File: src/rtl/l2n_ram.sv
module l2n_ram #(
   parameter int Width = 8,
   parameter int Depth = 64
) (
   input  logic                     clock,
   input  logic                     wr_en,
   input  logic [$clog2(Depth)-1:0] wr_addr,
   input  logic [Width-1:0]         wr_data,
   input  logic [$clog2(Depth)-1:0] rd_addr,
   output logic [Width-1:0]         rd_data
);
   logic [Width-1:0] mem [Depth];

   always_ff @(posedge clock) begin
      if (wr_en) begin
         mem[wr_addr] <= wr_data;
      end
      rd_data <= mem[rd_addr];
   end
endmodule

File: config.mk
export PLATFORM = sky130hd
export DESIGN_NAME = l2n_ram
export DESIGN_NICKNAME = d
export VERILOG_FILES = /design/src/rtl/l2n_ram.sv
export SDC_FILE = /design/constraint.sdc
export NUM_CORES = 1
export LEC_CHECK = 0
export BUFFER_PORTS_ARGS = -buffer_cell sky130_fd_sc_hd__buf_2
export CORE_ASPECT_RATIO = 1.25
export CORE_MARGIN = 5
export CORE_UTILIZATION = 55
export CTS_CLUSTER_DIAMETER = 30
export DETAILED_ROUTE_END_ITERATION = 10
export GPL_TIMING_DRIVEN = 0
export PLACE_DENSITY = 0.71
export SLEW_MARGIN = 25
export SYNTH_ARGS = -nofsm -noshare
export SYNTH_HDL_FRONTEND = slang
export SYNTH_SLANG_ARGS = --single-unit
export TNS_END_PERCENT = 30
File: constraint.sdc
create_clock -name clock -period 2.9 [get_ports clock]
set_input_delay 0.58 -clock clock [delete_from_list [all_inputs] [get_ports clock]]
set_output_delay 0.58 -clock clock [all_outputs]
set_load 0.005 [all_outputs]
Word level (Yosys, flattened, before mapping):

Memories as Yosys holds them, arrays and structs flattened. A register that Yosys moved wholly into a read port is not among the register bits.
Cells that the tools add are included.

* register bits after elaboration: 0
* word-level logic and storage cells: 3
* memories kept: 1
* memory bits (writable): 512
* input port bits: 22

Memory list
* mem: depth 64, bits a word 8, rd ports 1, clocked after memory_dff 1, write ports 1, line 12 `logic [Width-1:0] mem [Depth];`

* muxes and demuxes: 2

Operators with widths (number)
* $mux W1: 2

Logic depth before layout (Yosys ltp):

Gate-level depths: netlist of the first run.

* depth in word-level cells: 2
* gate-level depth with buffers: 9
* depth with buffers taken out: 5

Worst setup path before layout of the first run:

OpenSTA, ideal clock, no wires.

* path type: input port to flip-flop
* from: in rd_addr[1]
* to: reg rd_data[3], read port of mem
* data required time: 2.772 ns
* stages: 7
* arrival: 2.120 ns
* path slack: 0.652 ns
* cell sequence: buf_4 buf_2 buf_2 mux4_2 mux4_2 o21ai_1 o41ai_1

RTL lines
* start: declaration: line 9 `input logic [$clog2(Depth)-1:0] rd_addr,`
* end: declaration: line 10 `output logic [Width-1:0] rd_data`

==> impl_metrics.prom, run 1 <==
# TYPE chip_impl_metric gauge
chip_impl_metric{name="clock_skew",unit="ns"} 0.02597
chip_impl_metric{name="peakVddDrop",unit="mV"} 0.3657
chip_impl_metric{name="placed_area",unit="um^2"} 20890
chip_impl_metric{name="synthesis.instances",unit=""} 940
chip_impl_metric{name="dieWidth",unit="um"} 181.3
chip_impl_metric{name="mappedNetlistNets",unit=""} 962
chip_impl_metric{name="asyncSetResetFlopFracSynth",unit="%"} 0
chip_impl_metric{name="synth.lib_cells_used.distinct",unit=""} 40
chip_impl_metric{name="cap_violations",unit=""} 0
chip_impl_metric{name="route.detailed.wl_per_inst",unit="um"} 30.20
chip_impl_metric{name="vias_in_the_first_global_route",unit=""} 10280
chip_impl_metric{name="worst_ep_required_time",unit="ns"} 3.30
chip_impl_metric{name="layoutNonFillerInstCount",unit=""} 1569
chip_impl_metric{name="fp.coreArea",unit="um^2"} 36300
chip_impl_metric{name="drtIter0Drc",unit=""} 1129
chip_impl_metric{name="dp_hpwl",unit="mm"} 29.39
chip_impl_metric{name="cellPowerDensity",unit="nW/um^2"} 754.6
chip_impl_info{name="netlist.top_cell.by_area",value="sky130_fd_sc_hd__edfxtp_1"} 1
chip_impl_metric{name="setup_tns",unit="ns"} 0
chip_impl_metric{name="timing.critical_path.arrival",unit="ns"} 3.24
chip_impl_metric{name="io_buffer_count",unit=""} 21
chip_impl_info{name="setup.worst_path.class",value="in2reg"} 1
chip_impl_metric{name="synth-edff-count",unit=""} 512
chip_impl_metric{name="largest_fanout_on_the_critical_path",unit=""} 10
chip_impl_metric{name="flow.area_growth_from_synthesis",unit="%"} 15.20
chip_impl_metric{name="final_core_utilization",unit="%"} 63.99
chip_impl_metric{name="place.gp.congestion",unit=""} 0.9213
chip_impl_metric{name="post_cts.repair.setup_buffers",unit=""} 0
chip_impl_metric{name="ys_seq_elements",unit=""} 520
chip_impl_metric{name="combPwrFrac",unit="%"} 4.7
chip_impl_metric{name="ratio_of_final_minimum_period_to_clock_period",unit="%"} 97.88
chip_impl_metric{name="syn-cell-area",unit="um^2"} 20170
chip_impl_metric{name="timing_max_transition_violations_final",unit=""} 0
chip_impl_metric{name="first_pass_iteration_count_of_the_detailed_router",unit=""} 5
chip_impl_info{name="synth_most_common_cell",value="sky130_fd_sc_hd__edfxtp_1"} 1
chip_impl_metric{name="yosys_warnings",unit=""} 0
chip_impl_metric{name="vert_die_dim",unit="um"} 224.1
chip_impl_metric{name="netSwitchingFraction",unit="%"} 21.24
chip_impl_metric{name="netSwitchingPower",unit="mW"} 3.724
chip_impl_metric{name="hold_viol_final",unit=""} 0
chip_impl_info{name="synth-main-ff-cell",value="sky130_fd_sc_hd__edfxtp_1"} 1
chip_impl_metric{name="fin_area",unit="um^2"} 23230
chip_impl_metric{name="worst_hold_slack",unit="ns"} 0.4365
chip_impl_metric{name="p_total",unit="mW"} 17.53
chip_impl_metric{name="clock_tree.htree_level_count",unit=""} 3
chip_impl_metric{name="clkLatencyLatePin",unit="ns"} 0.59
chip_impl_metric{name="layout_setup_ws",unit="ns"} 0.06135
chip_impl_metric{name="via_per_inst",unit=""} 6.405
chip_impl_info{name="outcome",value="completed"} 1
chip_impl_metric{name="proportion_of_synthesized_chip_area_in_sequential_cells",unit="%"} 77.03
chip_impl_metric{name="pre_cts_ws",unit="ns"} -0.3821
chip_impl_metric{name="design.final.nets",unit=""} 1055
chip_impl_info{name="synth.area.top_cells",value="sky130_fd_sc_hd__edfxtp_1 (76%), sky130_fd_sc_hd__mux4_2 (14%), sky130_fd_sc_hd__nor2_1 (1.5%)"} 1
chip_impl_metric{name="post_route_cells_drive_above_1_share",unit="%"} 27.97
chip_impl_metric{name="internal_power",unit="mW"} 13.81
chip_impl_metric{name="seq_power_share",unit="%"} 47.6
chip_impl_info{name="clock_tree.root_cell",value="sky130_fd_sc_hd__clkbuf_16"} 1
chip_impl_metric{name="period_needed",unit="ns"} 2.839
chip_impl_metric{name="worstMarginPinSlew",unit="ns"} 0.9787
chip_impl_metric{name="syn_area_per_cell",unit="um^2"} 21.45
chip_impl_metric{name="share_of_the_synthesized_area_in_the_top_cell_type",unit="%"} 76.24
chip_impl_metric{name="initial_core_util",unit="%"} 55.55
chip_impl_info{name="cts_tree",value="built"} 1
chip_impl_metric{name="grt.overflow.total",unit=""} 0
chip_impl_info{name="hold_path.class",value="in2reg"} 1
chip_impl_info{name="worst_setup_path_end_kind",value="register"} 1
chip_impl_metric{name="finalWirelength",unit="mm"} 47.39
chip_impl_metric{name="cts_repair_resize_count",unit=""} 0
chip_impl_metric{name="cts_made_buffers",unit=""} 70
chip_impl_info{name="synth.cells.most_frequent",value="sky130_fd_sc_hd__edfxtp_1 (512), sky130_fd_sc_hd__mux4_2 (126), sky130_fd_sc_hd__nor2_1 (83)"} 1
chip_impl_metric{name="vias",unit=""} 10050
chip_impl_metric{name="path_clk_slew",unit="ns"} 0.06
chip_impl_info{name="grt_setup_unrepaired",value="false"} 1
chip_impl_metric{name="antenna_found_initial",unit=""} 3
chip_impl_metric{name="grt_pass1_wl",unit="mm"} 69.54
chip_impl_metric{name="p_clk_share",unit="%"} 47.8
chip_impl_metric{name="detail-route-antenna-nets",unit=""} 0
chip_impl_metric{name="timing.fmax",unit="MHz"} 352.3
chip_impl_metric{name="post-route-drc-count",unit=""} 0
chip_impl_metric{name="setup_viol_count_final",unit=""} 0
chip_impl_metric{name="io_pins",unit=""} 30
chip_impl_metric{name="fp.dieArea",unit="um^2"} 40620
chip_impl_metric{name="cts.hold.buffers_added",unit=""} 0
chip_impl_metric{name="grt_usage",unit="%"} 23.88
chip_impl_metric{name="tritoncts_num_sinks",unit=""} 520
chip_impl_info{name="start_kind",value="input port"} 1
chip_impl_metric{name="place_inst",unit=""} 1441
chip_impl_metric{name="grt_max_degree",unit=""} 65
chip_impl_metric{name="num_rows",unit=""} 78
chip_impl_metric{name="power.leakage",unit="nW"} 7.330
chip_impl_metric{name="worst_slew_margin_rel",unit="%"} 34.75
chip_impl_metric{name="clock_path_buffers",unit=""} 3
## final cells by class
type / count / area, um^2
Sequential cell: 520 / 15530
Fill cell: 2364 / 13070
Buffer: 51 / 316.6
Clock buffer: 81 / 1857
Timing Repair Buffer: 21 / 125.1
Multi-Input combinational cell: 369 / 4333
Clock inverter: 45 / 460.4
Antenna cell: 2 / 5.005
Tap cell: 480 / 600.6
## per-layer routing
| layer | part of all wire [%] | global-route usage (%) | up-vias | routed length, um |
|---|---|---|---|---|
| li1 | - | - | 4145 | - |
| met1 | 36 | 31.03 | 5187 | 17180 |
| met2 | 49 | 38.26 | 580 | 23390 |
| met3 | 9.6 | 6.350 | 138 | 4570 |
| met4 | 4.7 | 11.19 | 0 | 2248 |
| met5 | 0 | 0 | - | 0 |
## flip-flops by register name, indices dropped and copies added, names as in the netlist
signal	cells
mem	512
rd_data	8
## final timing paths
check,start,end,slack [ns],depth (start not counted)
min reg2reg,mem[7][7],rd_data[7],0.95,4
max reg2reg,mem[3][5],rd_data[5],0.75,4
max,rd_addr[1],rd_data[5],0.06,7
min,rd_addr[5],rd_data[3],0.44,2
## layout by cell type (no fill, tap or decap), types with 3 or more instances in the layout
cell type / n
sky130_fd_sc_hd__a211oi_1: 4
sky130_fd_sc_hd__a21oi_1: 3
sky130_fd_sc_hd__a221oi_1: 6
sky130_fd_sc_hd__a22oi_1: 3
sky130_fd_sc_hd__buf_1: 4
sky130_fd_sc_hd__buf_2: 24
sky130_fd_sc_hd__buf_4: 21
sky130_fd_sc_hd__buf_6: 4
sky130_fd_sc_hd__bufinv_16: 6
sky130_fd_sc_hd__clkbuf_1: 25
sky130_fd_sc_hd__clkbuf_16: 73
sky130_fd_sc_hd__clkinv_1: 9
sky130_fd_sc_hd__clkinv_2: 5
sky130_fd_sc_hd__clkinv_4: 7
sky130_fd_sc_hd__clkinvlp_4: 8
sky130_fd_sc_hd__dfxtp_1: 8
sky130_fd_sc_hd__edfxtp_1: 512
sky130_fd_sc_hd__inv_6: 7
sky130_fd_sc_hd__mux2_2: 13
sky130_fd_sc_hd__mux2i_1: 23
sky130_fd_sc_hd__mux4_2: 126
sky130_fd_sc_hd__nand2_1: 19
sky130_fd_sc_hd__nand2b_1: 7
sky130_fd_sc_hd__nand3_1: 13
sky130_fd_sc_hd__nand3b_1: 3
sky130_fd_sc_hd__nor2_1: 83
sky130_fd_sc_hd__nor2b_1: 14
sky130_fd_sc_hd__nor3_1: 5
sky130_fd_sc_hd__o2111ai_1: 3
sky130_fd_sc_hd__o221ai_1: 8
sky130_fd_sc_hd__o22ai_1: 8
sky130_fd_sc_hd__o2bb2ai_1: 3
## cell families (layout without fill, tap and decap cells)
logic type             Yosys count  after routing  synth area share [%]
AOI/OAI and AO/OA               54             54                 2.072
DFF                            520            520                 77.03
muxes                          162            162                 15.94
other                            0              2                     0
buffers and inverters           51            198                 1.570
and+or+nand+nor                153            153                 3.387
## power by group through the flow
stage / clock [mW] / sequential [mW] / combinational, mW
floorplan: 0 / 8.49 / 0.443
global placement: 0 / 8.49 / 0.785
detailed placement: 0 / 8.50 / 0.803
CTS: 8.45 / 8.34 / 0.810
global route: 8.81 / 8.34 / 0.859
finish: 8.37 / 8.34 / 0.817
## worst max-delay path, stage by stage
cell and delay [ns]:
sky130_fd_sc_hd__buf_4 0.17, sky130_fd_sc_hd__buf_2 0.45, sky130_fd_sc_hd__buf_4 0.34, sky130_fd_sc_hd__buf_2 0.42, sky130_fd_sc_hd__nand3b_1 0.35, sky130_fd_sc_hd__o22ai_1 0.19, sky130_fd_sc_hd__o41ai_1 0.73
Power figures use the tool's default switching activity.
==> run 2, diff against run 1 <==
Settings changed: RECOVER_POWER set to 25.
==> run 2 against run 1 <==
- first-iteration DRC count stayed put
- setup slack worse by 0.0058 ns
- non-clock buffer count stayed put
- clock skew is 0.00080 ns lower
- maximum frequency is 0.21% lower
- hold slack hardly changed
- critical endpoint unchanged
- largest power group unchanged
==> impl_metrics.prom, run 2 (same netlist as run 1, synthesis figures left out) <==
# TYPE chip_impl_metric gauge
chip_impl_metric{name="first_pass_iteration_count_of_the_detailed_router",unit=""} 5
chip_impl_metric{name="vias_in_the_first_global_route",unit=""} 10280
chip_impl_info{name="cts_tree",value="built"} 1
chip_impl_info{name="worst_setup_path_end_kind",value="register"} 1
chip_impl_metric{name="holdPathStages",unit=""} 2
chip_impl_metric{name="r2r_cells",unit=""} 4
chip_impl_metric{name="vias",unit=""} 10030
chip_impl_info{name="reg.largest.list",value="mem x512, rd_data x8"} 1
chip_impl_metric{name="design.final.nets",unit=""} 1055
chip_impl_metric{name="area_used_by_multi_input_combinational_logic",unit="um^2"} 4333
chip_impl_metric{name="via_per_inst",unit=""} 6.394
chip_impl_metric{name="peakVddDrop",unit="mV"} 0.3658
chip_impl_metric{name="worst_slew_margin_rel",unit="%"} 5.820
chip_impl_metric{name="tritoncts_num_sinks",unit=""} 520
chip_impl_metric{name="cts_made_buffers",unit=""} 70
chip_impl_metric{name="cap_violations",unit=""} 0
chip_impl_metric{name="wirelength_met1",unit="mm"} 17.18
chip_impl_metric{name="internal_power",unit="mW"} 13.81
chip_impl_metric{name="timing_max_transition_violations_final",unit=""} 0
chip_impl_metric{name="grt.overflow.total",unit=""} 0
chip_impl_info{name="critical_path.cell_chain",value="buf_4, buf_2, buf_4, buf_2, nand3b_1, o22ai_1, o41ai_1"} 1
chip_impl_metric{name="flow.area_growth_from_synthesis",unit="%"} 15.11
chip_impl_metric{name="grt_usage",unit="%"} 23.88
chip_impl_metric{name="clock_tree.htree_level_count",unit=""} 3
chip_impl_metric{name="drtIter0Drc",unit=""} 1129
chip_impl_metric{name="cellPowerDensity",unit="nW/um^2"} 755.4
chip_impl_metric{name="largest_reg_flops",unit=""} 512
chip_impl_metric{name="p_clk_share",unit="%"} 47.8
chip_impl_metric{name="post_cts.repair.setup_buffers",unit=""} 0
chip_impl_metric{name="place.gp.congestion",unit=""} 0.9213
chip_impl_info{name="commonest_cells_after_routing_fill_and_taps_aside",value="sky130_fd_sc_hd__edfxtp_1 (512), sky130_fd_sc_hd__mux4_2 (126), sky130_fd_sc_hd__nor2_1 (83), sky130_fd_sc_hd__clkbuf_16 (73), sky130_fd_sc_hd__clkbuf_1 (25)"} 1
chip_impl_metric{name="timing.fmax",unit="MHz"} 351.6
chip_impl_metric{name="setup_viol_count_final",unit=""} 0
chip_impl_metric{name="worst_ep_required_time",unit="ns"} 3.30
chip_impl_info{name="min_to",value="rd_data[3]"} 1
chip_impl_metric{name="netSwitchingFraction",unit="%"} 21.24
chip_impl_metric{name="antenna_found_initial",unit=""} 3
chip_impl_metric{name="clkLatencyLatePin",unit="ns"} 0.59
chip_impl_metric{name="io_buffer_count",unit=""} 21
chip_impl_metric{name="fillers",unit=""} 2362
chip_impl_metric{name="period_needed",unit="ns"} 2.845
chip_impl_metric{name="fp.coreArea",unit="um^2"} 36300
chip_impl_metric{name="timing.critical_path.slowest_cell_delay",unit="ns"} 0.73
chip_impl_info{name="start_kind",value="input port"} 1
chip_impl_metric{name="netSwitchingPower",unit="mW"} 3.726
chip_impl_metric{name="fin_area",unit="um^2"} 23210
chip_impl_info{name="most_common_cell_after_layout_fill_and_taps_aside",value="sky130_fd_sc_hd__edfxtp_1"} 1
chip_impl_info{name="topRoutingLayerUsed",value="met4"} 1
chip_impl_metric{name="hold_viol_final",unit=""} 0
chip_impl_info{name="hold_path.class",value="in2reg"} 1
chip_impl_info{name="reg2reg_to",value="rd_data[5]"} 1
chip_impl_metric{name="detail-route-antenna-nets",unit=""} 0
chip_impl_metric{name="power.leakage",unit="nW"} 7.325
chip_impl_metric{name="largest_fanout_on_the_critical_path",unit=""} 10
chip_impl_metric{name="pre_cts_ws",unit="ns"} -0.3821
chip_impl_metric{name="cts.hold.buffers_added",unit=""} 0
chip_impl_metric{name="fp.dieArea",unit="um^2"} 40620
chip_impl_metric{name="met3_length",unit="mm"} 4.544
chip_impl_metric{name="layout_setup_ws",unit="ns"} 0.05550
chip_impl_metric{name="post_route_cells_drive_above_1_share",unit="%"} 27.97
chip_impl_info{name="critical_path.reg2reg.startpoint",value="mem[3][5]"} 1
chip_impl_metric{name="finalWirelength",unit="mm"} 47.37
chip_impl_metric{name="grt_max_degree",unit=""} 65
chip_impl_metric{name="seq_power_share",unit="%"} 47.6
chip_impl_metric{name="io_pins",unit=""} 30
chip_impl_info{name="grt_setup_unrepaired",value="false"} 1
chip_impl_metric{name="route.detailed.wl_per_inst",unit="um"} 30.19
chip_impl_metric{name="path_clk_slew",unit="ns"} 0.06
chip_impl_metric{name="r2r_setup_slack",unit="ns"} 0.75
chip_impl_metric{name="post-route-drc-count",unit=""} 0
chip_impl_metric{name="dp_hpwl",unit="mm"} 29.39
chip_impl_info{name="outcome",value="completed"} 1
chip_impl_info{name="largest-register",value="mem"} 1
chip_impl_metric{name="dieWidth",unit="um"} 181.3
chip_impl_metric{name="clock_path_buffers",unit=""} 3
chip_impl_metric{name="num_rows",unit=""} 78
chip_impl_info{name="crit_path_top_delay_cell",value="sky130_fd_sc_hd__o41ai_1"} 1
chip_impl_metric{name="grt_pass1_wl",unit="mm"} 69.54
chip_impl_metric{name="placed_area",unit="um^2"} 20890
chip_impl_metric{name="timing.critical_path.arrival",unit="ns"} 3.25
chip_impl_metric{name="combPwrFrac",unit="%"} 4.6
chip_impl_info{name="startpoint_of_the_worst_hold_path",value="rd_addr[5]"} 1
chip_impl_metric{name="regArea",unit="um^2"} 15530
chip_impl_metric{name="initial_core_util",unit="%"} 55.55
chip_impl_info{name="clock_tree.root_cell",value="sky130_fd_sc_hd__clkbuf_16"} 1
chip_impl_metric{name="clock_skew",unit="ns"} 0.02517
chip_impl_metric{name="met2_length",unit="mm"} 23.41
chip_impl_metric{name="vert_die_dim",unit="um"} 224.1
chip_impl_metric{name="worstMarginPinSlew",unit="ns"} 1.413
chip_impl_metric{name="ratio_of_final_minimum_period_to_clock_period",unit="%"} 98.09
chip_impl_info{name="setup.worst_path.class",value="in2reg"} 1
## run 2: cell count changes in the layout (fill, tap and decap cells not counted)
cell	change
sky130_fd_sc_hd__clkbuf_2	+7
sky130_fd_sc_hd__buf_4	-7
## run 2: power groups by stage
stage | registers, mW | clock network, mW | logic [mW]
2_1_floorplan | 8.49 | 0 | 0.443
3_3_place_gp | 8.49 | 0 | 0.785
3_5_place_dp | 8.50 | 0 | 0.803
4_1_cts | 8.34 | 8.45 | 0.810
5_1_grt | 8.35 | 8.81 | 0.856
6_report | 8.35 | 8.38 | 0.814
## run 2: worst max path at each step
stage / endpoint / startpoint / depth (start not counted)
after CTS: rd_data[3] / rd_addr[1] / 7
final: rd_data[5] / rd_addr[1] / 7
after floorplan: rd_data[3] / rd_addr[1] / 7
after global placement: rd_data[4] / rd_addr[1] / 8
after global routing: rd_data[5] / rd_addr[1] / 7
after detailed placement: rd_data[3] / rd_addr[2] / 7
## run 2: layout make-up
cell class                      instances  share of cell area [%]
Antenna cell                            2                 0.02156
Buffer                                 51                   1.364
Clock buffer                           81                   7.998
Clock inverter                         45                   1.983
Multi-Input combinational cell        369                   18.66
Sequential cell                       520                   66.92
Tap cell                              480                   2.587
Timing Repair Buffer                   21                  0.4635
## run 2: per-stage QoR
stage | TNS, ns | total power [mW] | util, % | std cells | hold slack (ns)
floorplan | 0 | 8.934 | - | 940 | 0.6789
global placement | -2.280 | 9.277 | 57.49 | 1441 | 0.9074
detailed placement | -3.093 | 9.299 | 57.54 | 1441 | 0.9121
CTS | 0 | 17.60 | 63.92 | 1567 | 0.3997
global route | 0 | 18.02 | 63.94 | 1569 | 0.4134
finish | 0 | 17.54 | 63.94 | 1569 | 0.4366
## run 2: critical path: cells and delay by family
family / cells / cell delay [ns]
buffers and inverters: 4 / 1.38
AOI/OAI and AO/OA: 2 / 0.92
and+or+nand+nor: 1 / 0.35
## run 2: layer usage
layer | up-vias | track usage, %
li1 | 4146 | -
met1 | 5191 | 31.03
met2 | 564 | 38.26
met4 | 0 | 11.19
met5 | - | 0
met3 | 131 | 6.350
## run 2: timing repair
item	CTS	global route
endpoints found under the setup margin	0	1
gates resized for setup	0	1
hold endpoints to repair	0	0
